[src/sv/avn_pkg.sv]
`timescale 1ns / 1ps
`default_nettype none

package avn_pkg;

  // Field widths
  localparam int unsigned COORD_W = 16;
  localparam int unsigned SPD_W   = 16;
  localparam int unsigned FRAC_W  = 8;

  // Offset is target + 8 - shooter; needs two more bits than a coordinate
  localparam int unsigned AIM_OFFSET = 8;
  localparam int unsigned DIFF_W     = COORD_W + 2;
  localparam int unsigned MAG_W      = DIFF_W - 1;

  // |offset| * |speed| stays below 2^32 for every input pattern
  localparam int unsigned PROD_W = 32;

  // |offset| <= length, so the quotient magnitude is at most |speed| * 256
  localparam int unsigned QUO_W           = SPD_W + FRAC_W;
  localparam int unsigned STEPS_PER_STAGE = 3;
  localparam int unsigned DIV_STAGES      = QUO_W / STEPS_PER_STAGE;

  // One divider lane: partial remainder, dividend bits still to shift in,
  // quotient bits gathered so far.
  typedef struct packed {
    logic [MAG_W-1:0] rem;
    logic [SPD_W-1:0] low;
    logic [QUO_W-1:0] quo;
  } avn_lane_t;

  // Everything one item carries through the divider stages
  typedef struct packed {
    logic              active;
    logic              zero;
    logic              neg_x;
    logic              neg_y;
    logic [FRAC_W-1:0] spd_lo;
    logic [MAG_W-1:0]  len;
    avn_lane_t         lane_x;
    avn_lane_t         lane_y;
  } avn_pipe_t;

  // One restoring division step: shift in the next dividend bit, subtract
  // the divisor if it fits.
  function automatic avn_lane_t avn_div_step(avn_lane_t l, logic [MAG_W-1:0] d);
    logic [MAG_W:0] t;
    avn_lane_t      r;
    t     = {l.rem, l.low[SPD_W-1]};
    r.low = {l.low[SPD_W-2:0], 1'b0};
    if (t >= {1'b0, d}) begin
      r.rem = MAG_W'(t - {1'b0, d});
      r.quo = {l.quo[QUO_W-2:0], 1'b1};
    end else begin
      r.rem = t[MAG_W-1:0];
      r.quo = {l.quo[QUO_W-2:0], 1'b0};
    end
    return r;
  endfunction

endpackage

`default_nettype wire

[src/sv/avn_front.sv]
`timescale 1ns / 1ps
`default_nettype none

module avn_front (
  input  wire logic                              clk,
  input  wire logic                              en_a,
  input  wire logic                              en_b,
  input  wire logic                              shooter_active,
  input  wire logic signed [avn_pkg::COORD_W-1:0] shooter_x,
  input  wire logic signed [avn_pkg::COORD_W-1:0] shooter_y,
  input  wire logic signed [avn_pkg::COORD_W-1:0] target_x,
  input  wire logic signed [avn_pkg::COORD_W-1:0] target_y,
  input  wire logic signed [avn_pkg::SPD_W-1:0]   speed,
  output avn_pkg::avn_pipe_t                     d_out
);

  typedef struct packed {
    logic                       active;
    logic                       zero;
    logic                       sgn_x;
    logic                       sgn_y;
    logic                       sgn_s;
    logic [avn_pkg::FRAC_W-1:0] spd_lo;
    logic [avn_pkg::MAG_W-1:0]  ax;
    logic [avn_pkg::MAG_W-1:0]  ay;
    logic [avn_pkg::SPD_W-1:0]  sa;
    logic [avn_pkg::MAG_W-1:0]  len;
  } avn_geom_t;

  logic signed [avn_pkg::DIFF_W-1:0] dx;
  logic signed [avn_pkg::DIFF_W-1:0] dy;
  avn_geom_t                         a_nxt;
  avn_geom_t                         a_r;

  logic [avn_pkg::MAG_W+avn_pkg::SPD_W-1:0] px;
  logic [avn_pkg::MAG_W+avn_pkg::SPD_W-1:0] py;
  avn_pkg::avn_pipe_t                       b_nxt;
  avn_pkg::avn_pipe_t                       b_r;

  // Stage A: offsets, magnitudes, approximate length
  always_comb begin
    dx = avn_pkg::DIFF_W'(target_x) + avn_pkg::DIFF_W'(avn_pkg::AIM_OFFSET)
         - avn_pkg::DIFF_W'(shooter_x);
    dy = avn_pkg::DIFF_W'(target_y) + avn_pkg::DIFF_W'(avn_pkg::AIM_OFFSET)
         - avn_pkg::DIFF_W'(shooter_y);
    a_nxt.active = shooter_active;
    a_nxt.zero   = (dx == '0) && (dy == '0);
    a_nxt.sgn_x  = dx[avn_pkg::DIFF_W-1];
    a_nxt.sgn_y  = dy[avn_pkg::DIFF_W-1];
    a_nxt.sgn_s  = speed[avn_pkg::SPD_W-1];
    a_nxt.spd_lo = speed[avn_pkg::FRAC_W-1:0];
    a_nxt.ax     = dx[avn_pkg::DIFF_W-1] ? avn_pkg::MAG_W'(-dx) : dx[avn_pkg::MAG_W-1:0];
    a_nxt.ay     = dy[avn_pkg::DIFF_W-1] ? avn_pkg::MAG_W'(-dy) : dy[avn_pkg::MAG_W-1:0];
    a_nxt.sa     = speed[avn_pkg::SPD_W-1] ? avn_pkg::SPD_W'(-speed) : speed;
    if (a_nxt.ax > a_nxt.ay) begin
      a_nxt.len = a_nxt.ax + (a_nxt.ay >> 1);
    end else begin
      a_nxt.len = a_nxt.ay + (a_nxt.ax >> 1);
    end
  end

  always_ff @(posedge clk) begin
    if (en_a) begin
      a_r <= a_nxt;
    end
  end

  // Stage B: magnitude products, seed the divider lanes
  always_comb begin
    px = a_r.ax * a_r.sa;
    py = a_r.ay * a_r.sa;
    b_nxt.active     = a_r.active;
    b_nxt.zero       = a_r.zero;
    b_nxt.neg_x      = a_r.sgn_x ^ a_r.sgn_s;
    b_nxt.neg_y      = a_r.sgn_y ^ a_r.sgn_s;
    b_nxt.spd_lo     = a_r.spd_lo;
    b_nxt.len        = a_r.len;
    b_nxt.lane_x.rem = avn_pkg::MAG_W'(px[avn_pkg::PROD_W-1:avn_pkg::SPD_W]);
    b_nxt.lane_x.low = px[avn_pkg::SPD_W-1:0];
    b_nxt.lane_x.quo = '0;
    b_nxt.lane_y.rem = avn_pkg::MAG_W'(py[avn_pkg::PROD_W-1:avn_pkg::SPD_W]);
    b_nxt.lane_y.low = py[avn_pkg::SPD_W-1:0];
    b_nxt.lane_y.quo = '0;
  end

  always_ff @(posedge clk) begin
    if (en_b) begin
      b_r <= b_nxt;
    end
  end

  assign d_out = b_r;

endmodule

`default_nettype wire

[src/sv/avn_div_stage.sv]
`timescale 1ns / 1ps
`default_nettype none

module avn_div_stage (
  input  wire logic               clk,
  input  wire logic               en,
  input  wire avn_pkg::avn_pipe_t d_in,
  output avn_pkg::avn_pipe_t      d_out
);

  avn_pkg::avn_lane_t lx;
  avn_pkg::avn_lane_t ly;
  avn_pkg::avn_pipe_t q_nxt;
  avn_pkg::avn_pipe_t q_r;

  // Advance both lanes by STEPS_PER_STAGE quotient bits
  always_comb begin
    lx = d_in.lane_x;
    ly = d_in.lane_y;
    for (int i = 0; i < avn_pkg::STEPS_PER_STAGE; i++) begin
      lx = avn_pkg::avn_div_step(lx, d_in.len);
      ly = avn_pkg::avn_div_step(ly, d_in.len);
    end
    q_nxt        = d_in;
    q_nxt.lane_x = lx;
    q_nxt.lane_y = ly;
  end

  always_ff @(posedge clk) begin
    if (en) begin
      q_r <= q_nxt;
    end
  end

  assign d_out = q_r;

endmodule

`default_nettype wire

[src/sv/aim_velocity_normalizer.sv]
// Pipeline: offset/length stage, product stage, eight divider stages and
//   the output register.
// Throughput: one item per cycle unless every stage is full and the output
//   stalls; each divider stage resolves 3 quotient bits.
// Reset: synchronous, active low on rst_n; clears all valid bits, payload
//   registers keep whatever they hold.
`timescale 1ns / 1ps
`default_nettype none

module aim_velocity_normalizer (
  input  wire logic                               clk,
  input  wire logic                               rst_n,
  input  wire logic                               in_valid,
  output logic                                    in_stall,
  input  wire logic                               in_shooter_active,
  input  wire logic signed [avn_pkg::COORD_W-1:0] in_shooter_x,
  input  wire logic signed [avn_pkg::COORD_W-1:0] in_shooter_y,
  input  wire logic signed [avn_pkg::COORD_W-1:0] in_target_x,
  input  wire logic signed [avn_pkg::COORD_W-1:0] in_target_y,
  input  wire logic signed [avn_pkg::SPD_W-1:0]   in_speed,
  output logic                                    out_valid,
  input  wire logic                               out_stall,
  output logic                                    out_fire,
  output logic signed [avn_pkg::SPD_W-1:0]        out_vel_x,
  output logic signed [avn_pkg::SPD_W-1:0]        out_vel_y
);

  // Stage 0 and 1 live in the front end, then the divider stages
  localparam int unsigned NUM_ST = avn_pkg::DIV_STAGES + 2;

  logic [NUM_ST-1:0]  v_r;
  logic [NUM_ST-1:0]  v_nxt;
  logic [NUM_ST:0]    ready;
  logic               out_valid_r;
  logic               out_fire_r;
  logic               out_fire_nxt;
  logic [avn_pkg::SPD_W-1:0] out_vel_x_r;
  logic [avn_pkg::SPD_W-1:0] out_vel_x_nxt;
  logic [avn_pkg::SPD_W-1:0] out_vel_y_r;
  logic [avn_pkg::SPD_W-1:0] out_vel_y_nxt;

  avn_pkg::avn_pipe_t pipe [avn_pkg::DIV_STAGES+1];
  avn_pkg::avn_pipe_t last;

  // A stage may load when it is empty or its content moves on this cycle.
  // Bubbles collapse, so the input keeps flowing while the output register
  // waits for its transfer until every stage is full.
  always_comb begin
    ready[NUM_ST] = !out_valid_r || !out_stall;
    for (int k = NUM_ST - 1; k >= 0; k--) begin
      ready[k] = !v_r[k] || ready[k+1];
    end
  end

  assign in_stall = !ready[0];

  // Valid bits travel alongside the payload
  always_comb begin
    v_nxt[0] = ready[0] ? in_valid : v_r[0];
    for (int k = 1; k < NUM_ST; k++) begin
      if (!ready[k]) begin
        v_nxt[k] = v_r[k];
      end else begin
        v_nxt[k] = v_r[k-1];
      end
    end
  end

  always_ff @(posedge clk) begin
    if (!rst_n) begin
      v_r         <= '0;
      out_valid_r <= 1'b0;
    end else begin
      v_r <= v_nxt;
      if (ready[NUM_ST]) begin
        out_valid_r <= v_r[NUM_ST-1];
      end
    end
  end

  // Offsets, length and magnitude products
  avn_front u_front (
    .clk            (clk),
    .en_a           (ready[0]),
    .en_b           (ready[1]),
    .shooter_active (in_shooter_active),
    .shooter_x      (in_shooter_x),
    .shooter_y      (in_shooter_y),
    .target_x       (in_target_x),
    .target_y       (in_target_y),
    .speed          (in_speed),
    .d_out          (pipe[0])
  );

  // Restoring divider, both axes side by side
  for (genvar g = 0; g < avn_pkg::DIV_STAGES; g++) begin : g_div
    avn_div_stage u_div (
      .clk   (clk),
      .en    (ready[g+2]),
      .d_in  (pipe[g]),
      .d_out (pipe[g+1])
    );
  end

  assign last = pipe[avn_pkg::DIV_STAGES];

  // Apply signs and pick the special cases: an inactive shooter gives
  // nothing, a target straight on top fires along y at full speed.
  always_comb begin
    out_fire_nxt = last.active;
    if (!last.active) begin
      out_vel_x_nxt = '0;
      out_vel_y_nxt = '0;
    end else if (last.zero) begin
      out_vel_x_nxt = '0;
      out_vel_y_nxt = {last.spd_lo, {avn_pkg::FRAC_W{1'b0}}};
    end else begin
      out_vel_x_nxt = last.neg_x ? avn_pkg::SPD_W'(-last.lane_x.quo)
                                 : last.lane_x.quo[avn_pkg::SPD_W-1:0];
      out_vel_y_nxt = last.neg_y ? avn_pkg::SPD_W'(-last.lane_y.quo)
                                 : last.lane_y.quo[avn_pkg::SPD_W-1:0];
    end
  end

  // Output register: hold while the downstream side stalls
  always_ff @(posedge clk) begin
    if (ready[NUM_ST]) begin
      out_fire_r  <= out_fire_nxt;
      out_vel_x_r <= out_vel_x_nxt;
      out_vel_y_r <= out_vel_y_nxt;
    end
  end

  assign out_valid = out_valid_r;
  assign out_fire  = out_fire_r;
  assign out_vel_x = out_vel_x_r;
  assign out_vel_y = out_vel_y_r;

  // The input only stalls with every stage full and the output held
  a_stall_full: assert property (@(posedge clk) disable iff (!rst_n)
    in_stall |-> ((&v_r) && out_valid_r && out_stall))
    else $error("input stalled while the pipeline has room");

  // An accepted transfer always lands in the first stage
  a_accept_lands: assert property (@(posedge clk) disable iff (!rst_n)
    (in_valid && !in_stall) |=> v_r[0])
    else $error("accepted item lost at pipeline entry");

  // A taken result with nothing behind it leaves the output empty
  a_drain: assert property (@(posedge clk) disable iff (!rst_n)
    (out_valid_r && !out_stall && !v_r[NUM_ST-1]) |=> !out_valid_r)
    else $error("result repeated after transfer");

  // No fire means zero velocity
  a_idle_zero: assert property (@(posedge clk) disable iff (!rst_n)
    (out_valid_r && !out_fire_r) |-> (out_vel_x_r == '0 && out_vel_y_r == '0))
    else $error("inactive shooter produced a velocity");

endmodule

`default_nettype wire

[config.mk]
export PLATFORM = sky130hd
export DESIGN_NAME = aim_velocity_normalizer
export DESIGN_NICKNAME = d
export VERILOG_FILES = /design/src/sv/avn_pkg.sv /design/src/sv/avn_front.sv /design/src/sv/avn_div_stage.sv /design/src/sv/aim_velocity_normalizer.sv
export SDC_FILE = /design/constraint.sdc
export NUM_CORES = 2
export LEC_CHECK = 0
export ABC_AREA = 1
export BUFFER_PORTS_ARGS = -buffer_cell sky130_fd_sc_hd__clkbuf_2
export CORE_ASPECT_RATIO = 0.7
export CORE_MARGIN = 3
export CORE_UTILIZATION = 35
export CTS_CLUSTER_DIAMETER = 40
export DETAILED_ROUTE_END_ITERATION = 16
export HOLD_SLACK_MARGIN = 0.05
export SLEW_MARGIN = 20
export SYNTH_ARGS = -nofsm -noshare
export SYNTH_HDL_FRONTEND = slang
export SYNTH_SLANG_ARGS = --single-unit
[constraint.sdc]
create_clock -name clk -period 53.1 [get_ports clk]
set_input_delay 7.965 -clock clk [delete_from_list [all_inputs] [get_ports clk]]
set_output_delay 7.965 -clock clk [all_outputs]
set_load 0.05 [all_outputs]
; ---- Yosys cells after proc, flatten, opt, wreduce, memory -nomap -nowiden
; Index checks and enable logic that the tools add are counted.
[word_totals]
regBits = 842
in_bits = 85
output_inout_bits = 35
word_cells = 347
[op_classes]
n_addsub = 57
mul = 2
n_lt_le_gt_ge = 49
muxes = 85
n_bitwise = 3
n_reduce_logical = 28
[op_table]
columns = operator, count
row1 = 17-bit two-way mux, 49
row2 = 18-bit by 17-bit greater-or-equal comparator with 1-bit output, 46
row3 = 17-bit subtractor, 46
row4 = 17-bit by 16-bit multiplier with 32-bit output, 2
row5 = 16-bit two-way mux, 3
row6 = 16-bit negator, 3
row7 = 18-bit logical NOT, 2
row8 = 17-bit by 16-bit subtractor with 18-bit output, 2
row9 = 16-bit by 5-bit adder with 17-bit output (second input constant), 2
row10 = 17-bit by 16-bit adder with 17-bit output, 2
row11 = 17-bit greater-or-equal comparator, 2
row12 = 17-bit negator, 2
row13 = 1-bit two-way mux, 32
row14 = 17-bit > comparator, 1
row15 = 15-bit two-way mux, 1
row16 = 1-bit logical NOT, 13
row17 = 1-bit logical OR, 11
row18 = 2-bit OR reduction, 1
row19 = 1-bit XOR, 2
row20 = 1-bit logical AND, 1
row21 = 1-bit NOT, 1

; ---- Depth between registers and ports, before layout
[depth]
ltp_word = 13
ltp_mapped = 47
ltp_nobuf = 44

; ---- Cells and area by module
; A second synthesis with hierarchy kept.
[hier_totals]
cells_unflattened = 14770
hier_area_um2 = 118179.6
[modules_own_cells]
columns = module, n_inst, cells_each, area_each_um2, seq_area_each_um2
row1 = avn_div_stage at g_div[4].u_div ..., 4, 1334, 10666.5, 4113.9
row2 = avn_front, 1, 3605, 29273.1, 5165.0
row3 = avn_div_stage at g_div[0].u_div ..., 2, 1369, 10887.9, 4113.9
row4 = avn_div_stage at g_div[3].u_div, 1, 1428, 11095.6, 4113.9
row5 = avn_div_stage at g_div[2].u_div, 1, 1377, 10969.3, 4113.9
row6 = aim_velocity_normalizer, 1, 286, 2399.8, 1211.2

; ---- Worst setup path before layout
; Ideal clock, no wire load.
[synth_timing]
kind = input to output
start = input port out_stall
end = output port in_stall
arrival_ns = 21.724
required_ns = 45.135
slack_ns = 23.411
cell_stages = 16
path_buffers = 0
cell_sequence = nand2_1 > nor2_1 > inv_1 > nor2_1 > inv_1 > nor2_1 > inv_1 > nor2_1 > inv_1 > nor2_2 > nand2_1 > nor2_2 > nand2_1 > nor2_2 > nand2_1 > inv_1
[synth_between]
elab_chain_cells = 13
[synth_lines]
columns = element, line
row1 = start: declaration, aim_velocity_normalizer.sv:22  ; input wire logic out_stall,
row2 = 1-bit logical NOT, aim_velocity_normalizer.sv:49  ; ready[NUM_ST] = !out_valid_r || !out_stall;
row3 = 1-bit logical OR, aim_velocity_normalizer.sv:49
row4 = 1-bit logical OR, aim_velocity_normalizer.sv:51  ; ready[k] = !v_r[k] || ready[k+1];
row5 = net g_div[7].u_div.en, avn_div_stage.sv:6  ; input wire logic en,
row6 = 1-bit logical OR, aim_velocity_normalizer.sv:51
row7 = net g_div[6].u_div.en, avn_div_stage.sv:6
row8 = 1-bit logical OR, aim_velocity_normalizer.sv:51
row9 = net g_div[5].u_div.en, avn_div_stage.sv:6
row10 = 1-bit logical OR, aim_velocity_normalizer.sv:51
row11 = net g_div[4].u_div.en, avn_div_stage.sv:6
row12 = 1-bit logical OR (2 in series), aim_velocity_normalizer.sv:51
row13 = net g_div[2].u_div.en, avn_div_stage.sv:6
row14 = 1-bit logical OR (2 in series), aim_velocity_normalizer.sv:51
row15 = net g_div[0].u_div.en, avn_div_stage.sv:6
row16 = 1-bit logical OR (2 in series), aim_velocity_normalizer.sv:51
row17 = 1-bit logical NOT, aim_velocity_normalizer.sv:55  ; assign in_stall = !ready[0];
row18 = end: declaration, aim_velocity_normalizer.sv:14  ; output logic in_stall,
; The timed path passes the listed nets, and every way through them passes these cells.

; ---- Worst setup path after layout
[layout_timing]
start = input port out_stall
end = output port in_stall
[layout_between]
elab_chain_cells = 13
[layout_lines]
columns = element, line
row1 = 1-bit logical NOT, aim_velocity_normalizer.sv:49
row2 = 1-bit logical OR, aim_velocity_normalizer.sv:49
row3 = net ready[10], aim_velocity_normalizer.sv:33  ; logic [NUM_ST:0] ready;
row4 = 1-bit logical OR, aim_velocity_normalizer.sv:51
row5 = net g_div[7].u_div.en, avn_div_stage.sv:6
row6 = 1-bit logical OR, aim_velocity_normalizer.sv:51
row7 = net g_div[6].u_div.en, avn_div_stage.sv:6
row8 = 1-bit logical OR, aim_velocity_normalizer.sv:51
row9 = net g_div[5].u_div.en, avn_div_stage.sv:6
row10 = 1-bit logical OR, aim_velocity_normalizer.sv:51
row11 = net g_div[4].u_div.en, avn_div_stage.sv:6
row12 = 1-bit logical OR (2 in series), aim_velocity_normalizer.sv:51
row13 = net g_div[2].u_div.en, avn_div_stage.sv:6
row14 = 1-bit logical OR (2 in series), aim_velocity_normalizer.sv:51
row15 = net g_div[0].u_div.en, avn_div_stage.sv:6
row16 = 1-bit logical OR (2 in series), aim_velocity_normalizer.sv:51
row17 = 1-bit logical NOT, aim_velocity_normalizer.sv:55
; The timed path passes the listed nets, and every way through them passes these cells.

==> flow_summary.yaml <==
status:
  outcome: "finished clean"
clock_tree:
  cts_sinks: 841
  cts_root_buf: "clkbuf_16"
  cts_tree: "yes"
  insertion_delay_ns: 0.79
  clkSlewWorstSetupHoldPaths_ns: 0.06
  h-tree-depth: 3
  clockBufferDepth: 3
  post_cts_buffers: 0
  ctsHoldBuffers: 0
  cts_resized: 0
  cts_buffers: 119
floorplan:
  core-area_um2: 270000
  row_count: 159
  die_h_um: 444
  die_x_um: 631
  fp.dieArea_um2: 280000
  io_pins: 120
  start_util_pct: 35.4
global_routing:
  grt_usage_pct: 19.5
  antenna_found_initial: 20
  grt_pass1_wl_mm: 434
  grt_overflow: 0
  grt_max_degree: 80
  grt_pass1_vias: 74800
layout:
  utilization_pct: 38.6
  drive_above_1_share_pct: 4.81
  finalNetCount: 14100
  fin_area_um2: 104000
  area_growth_pct: 8.96
  final_cells: 16200
place:
  port_buffers: 119
  gp_congestion: 0.939
  dpl.cell_count: 15900
  place_hpwl_mm: 225
  dpl-instance-area_um2: 100000
worst_setup_path:
  cp_top_family: "simple AND/OR/NAND/NOR gates"
  crit_top_cell: "nor2_1"
  crit_fanout: 46
  crit_buf_inv: 8
  critPathCaptureType: "output port"
  cp.arrival_ns: 13.06
  path_class: "input port to output port"
  required_ns: 45.14
  crit_chain: "clkbuf_2, nand2_1, buf_4, nor2_1, inv_2, nor2_1, inv_4, nor2_1, clkinv_2, nor2_1, clkinv_2, nor2_2, nand2_4, nor2_2, nand2_4, nor2_2, nand2_4, inv_1, clkbuf_2"
  start_kind: "input port"
  cp_slowest_stage_delay_ns: 0.59
  slowest_stage: "clkinv_2"
synth:
  synth_top_area_cell: "edfxtp_1"
  synth_top_area_share_pct: 26.0
  ys_top_cells_by_area: "edfxtp_1, ha_1, nand2_1, fa_1, inv_1"
  syn_nets: 14100
  avgSynthCellArea_um2: 7.72
  syn-cell-area_um2: 95700
  synth_edf_count: 830
  synth_seq_cells: 841
  yosys.cell_types.count: 72
  ys.flop_type: "edfxtp_1"
  yosysWarnings: 0
  ys_seq_area_share_pct: 26.3
  netlist_instances: 12400
  synthArstFlopShare_pct: 0
timing:
  finalCritPeriodShare_pct: 39.6
  fin_setup_tns_ns: 0
  finClkSkew_ns: 0.125
  setup_viol: 0
  rsz0062_at_grt: "no"
  maxSlewViolCount: 0
  worstMarginPinSlew_ns: 1.06
  relSlewSlack_pct: 28.5
  hold_viol_final: 0
  fin_crit_ns: 21.02
  maxClockFrequency_mhz: 47.6
routing:
  antenna_left: 0
  drtIter0Drc: 7303
  drtPass1Iterations: 6
  wl_mm: 279
  route.detailed.drc: 0
  viasPerCell: 5.05
  vias: 81600
  routedWlPerCell_um: 17.2
run:
  maxCapViolations: 0
worst_hold_path:
  hold_class: "flop to flop"
registers in the layout, indices dropped and copies added, names as in the netlist:
name / count
g_div.u_div.d_out: 625
u_front.d_out: 93
u_front.a_r: 79
out_vel_x: 16
out_vel_y: 16
v_r: 10
out_fire: 1
out_valid: 1
layout make-up:
type	instances	area (um^2)
clock inverter	101	1320
tap	3622	4530
antenna	7	17.5
timing repair buffer	188	1110
clock buffer	127	3010
inverter	1825	6870
sequential	841	25100
multi-input combinational	9455	62300
fill	28000	166000
layer usage:
metal	global-route usage, %	vias up	part of all wire [%]
li1	-	41000	-
met1	30.6	37700	50
met2	26.6	2673	38
met3	3.86	295	8.8
met4	5.07	0	2.6
met5	0	-	0
Yosys cell counts (all sizes together) (131+ instances only):
cell    instances
ha           1124
clkbuf        163
edfxtp        830
nand2        3470
a21oi         946
o21ai         847
nor3          131
nand3         487
fa            456
nor2          612
xnor2         293
inv          1821
xor2          490
final timing paths:
path / from / endpoint / slack, ns / cells after the start
worst max-delay path: out_stall / in_stall / 32.08 / 19
worst min-delay path: u_front.a_r[68] / u_front.d_out[132] / 0.31 / 0
worst min register to register: u_front.a_r[68] / u_front.d_out[132] / 0.31 / 0
worst max register to register: g_div[4].u_div.d_out[114] / g_div[5].u_div.d_out[112] / 44.10 / 33
per-stage QoR:
step	worst slack [ns]	hold WS, ns
after floorplan	23.41	0.400
after global placement	31.97	0.400
after detailed placement	31.99	0.405
after CTS	31.97	0.300
after global routing	31.50	0.305
final	32.08	0.310
kinds of logic (layout without fill, tap and decap cells):
| group | Yosys count | after routing | share of synthesized area [%] |
|---|---|---|---|
| AOI/OAI and AO/OA | 2170 | 2170 | 12.6 |
| buffers and inverters | 2107 | 2241 | 8.68 |
| DFF | 841 | 841 | 26.3 |
| and+or+nand+nor | 4922 | 4922 | 21.1 |
| adders and majority gates | 1580 | 1580 | 24.2 |
| other | 0 | 7 | 0 |
| xor gates and xnor gates | 783 | 783 | 7.16 |
layout by cell type (no fill, tap or decap), types with 16 or more instances in the layout:
cell type and count:
nor2_1 590, ha_1 1124, a21oi_2 21, nor4_1 36, or2_2 37, clkbuf_2 119
nand2_2 27, o21ai_1 161, inv_1 1789, nor3_1 130, o21bai_1 83, xnor2_1 293
a211oi_1 23, nand3b_1 20, inv_8 16, nand2_1 3436, o31ai_1 19, nand3_1 463
o21a_1 24, xor2_1 490, o21ai_0 670, clkbuf_16 119, nand3_2 22, nand4_1 96
buf_4 69, inv_2 24, a21boi_0 29, fa_1 456, edfxtp_1 830, o211ai_1 20
a31oi_1 54, a21o_1 69, a21oi_1 922
Power is left out: the tool's default activity adds up to more than one toggle a clock period on the data nets, which glitch-free logic cannot reach.
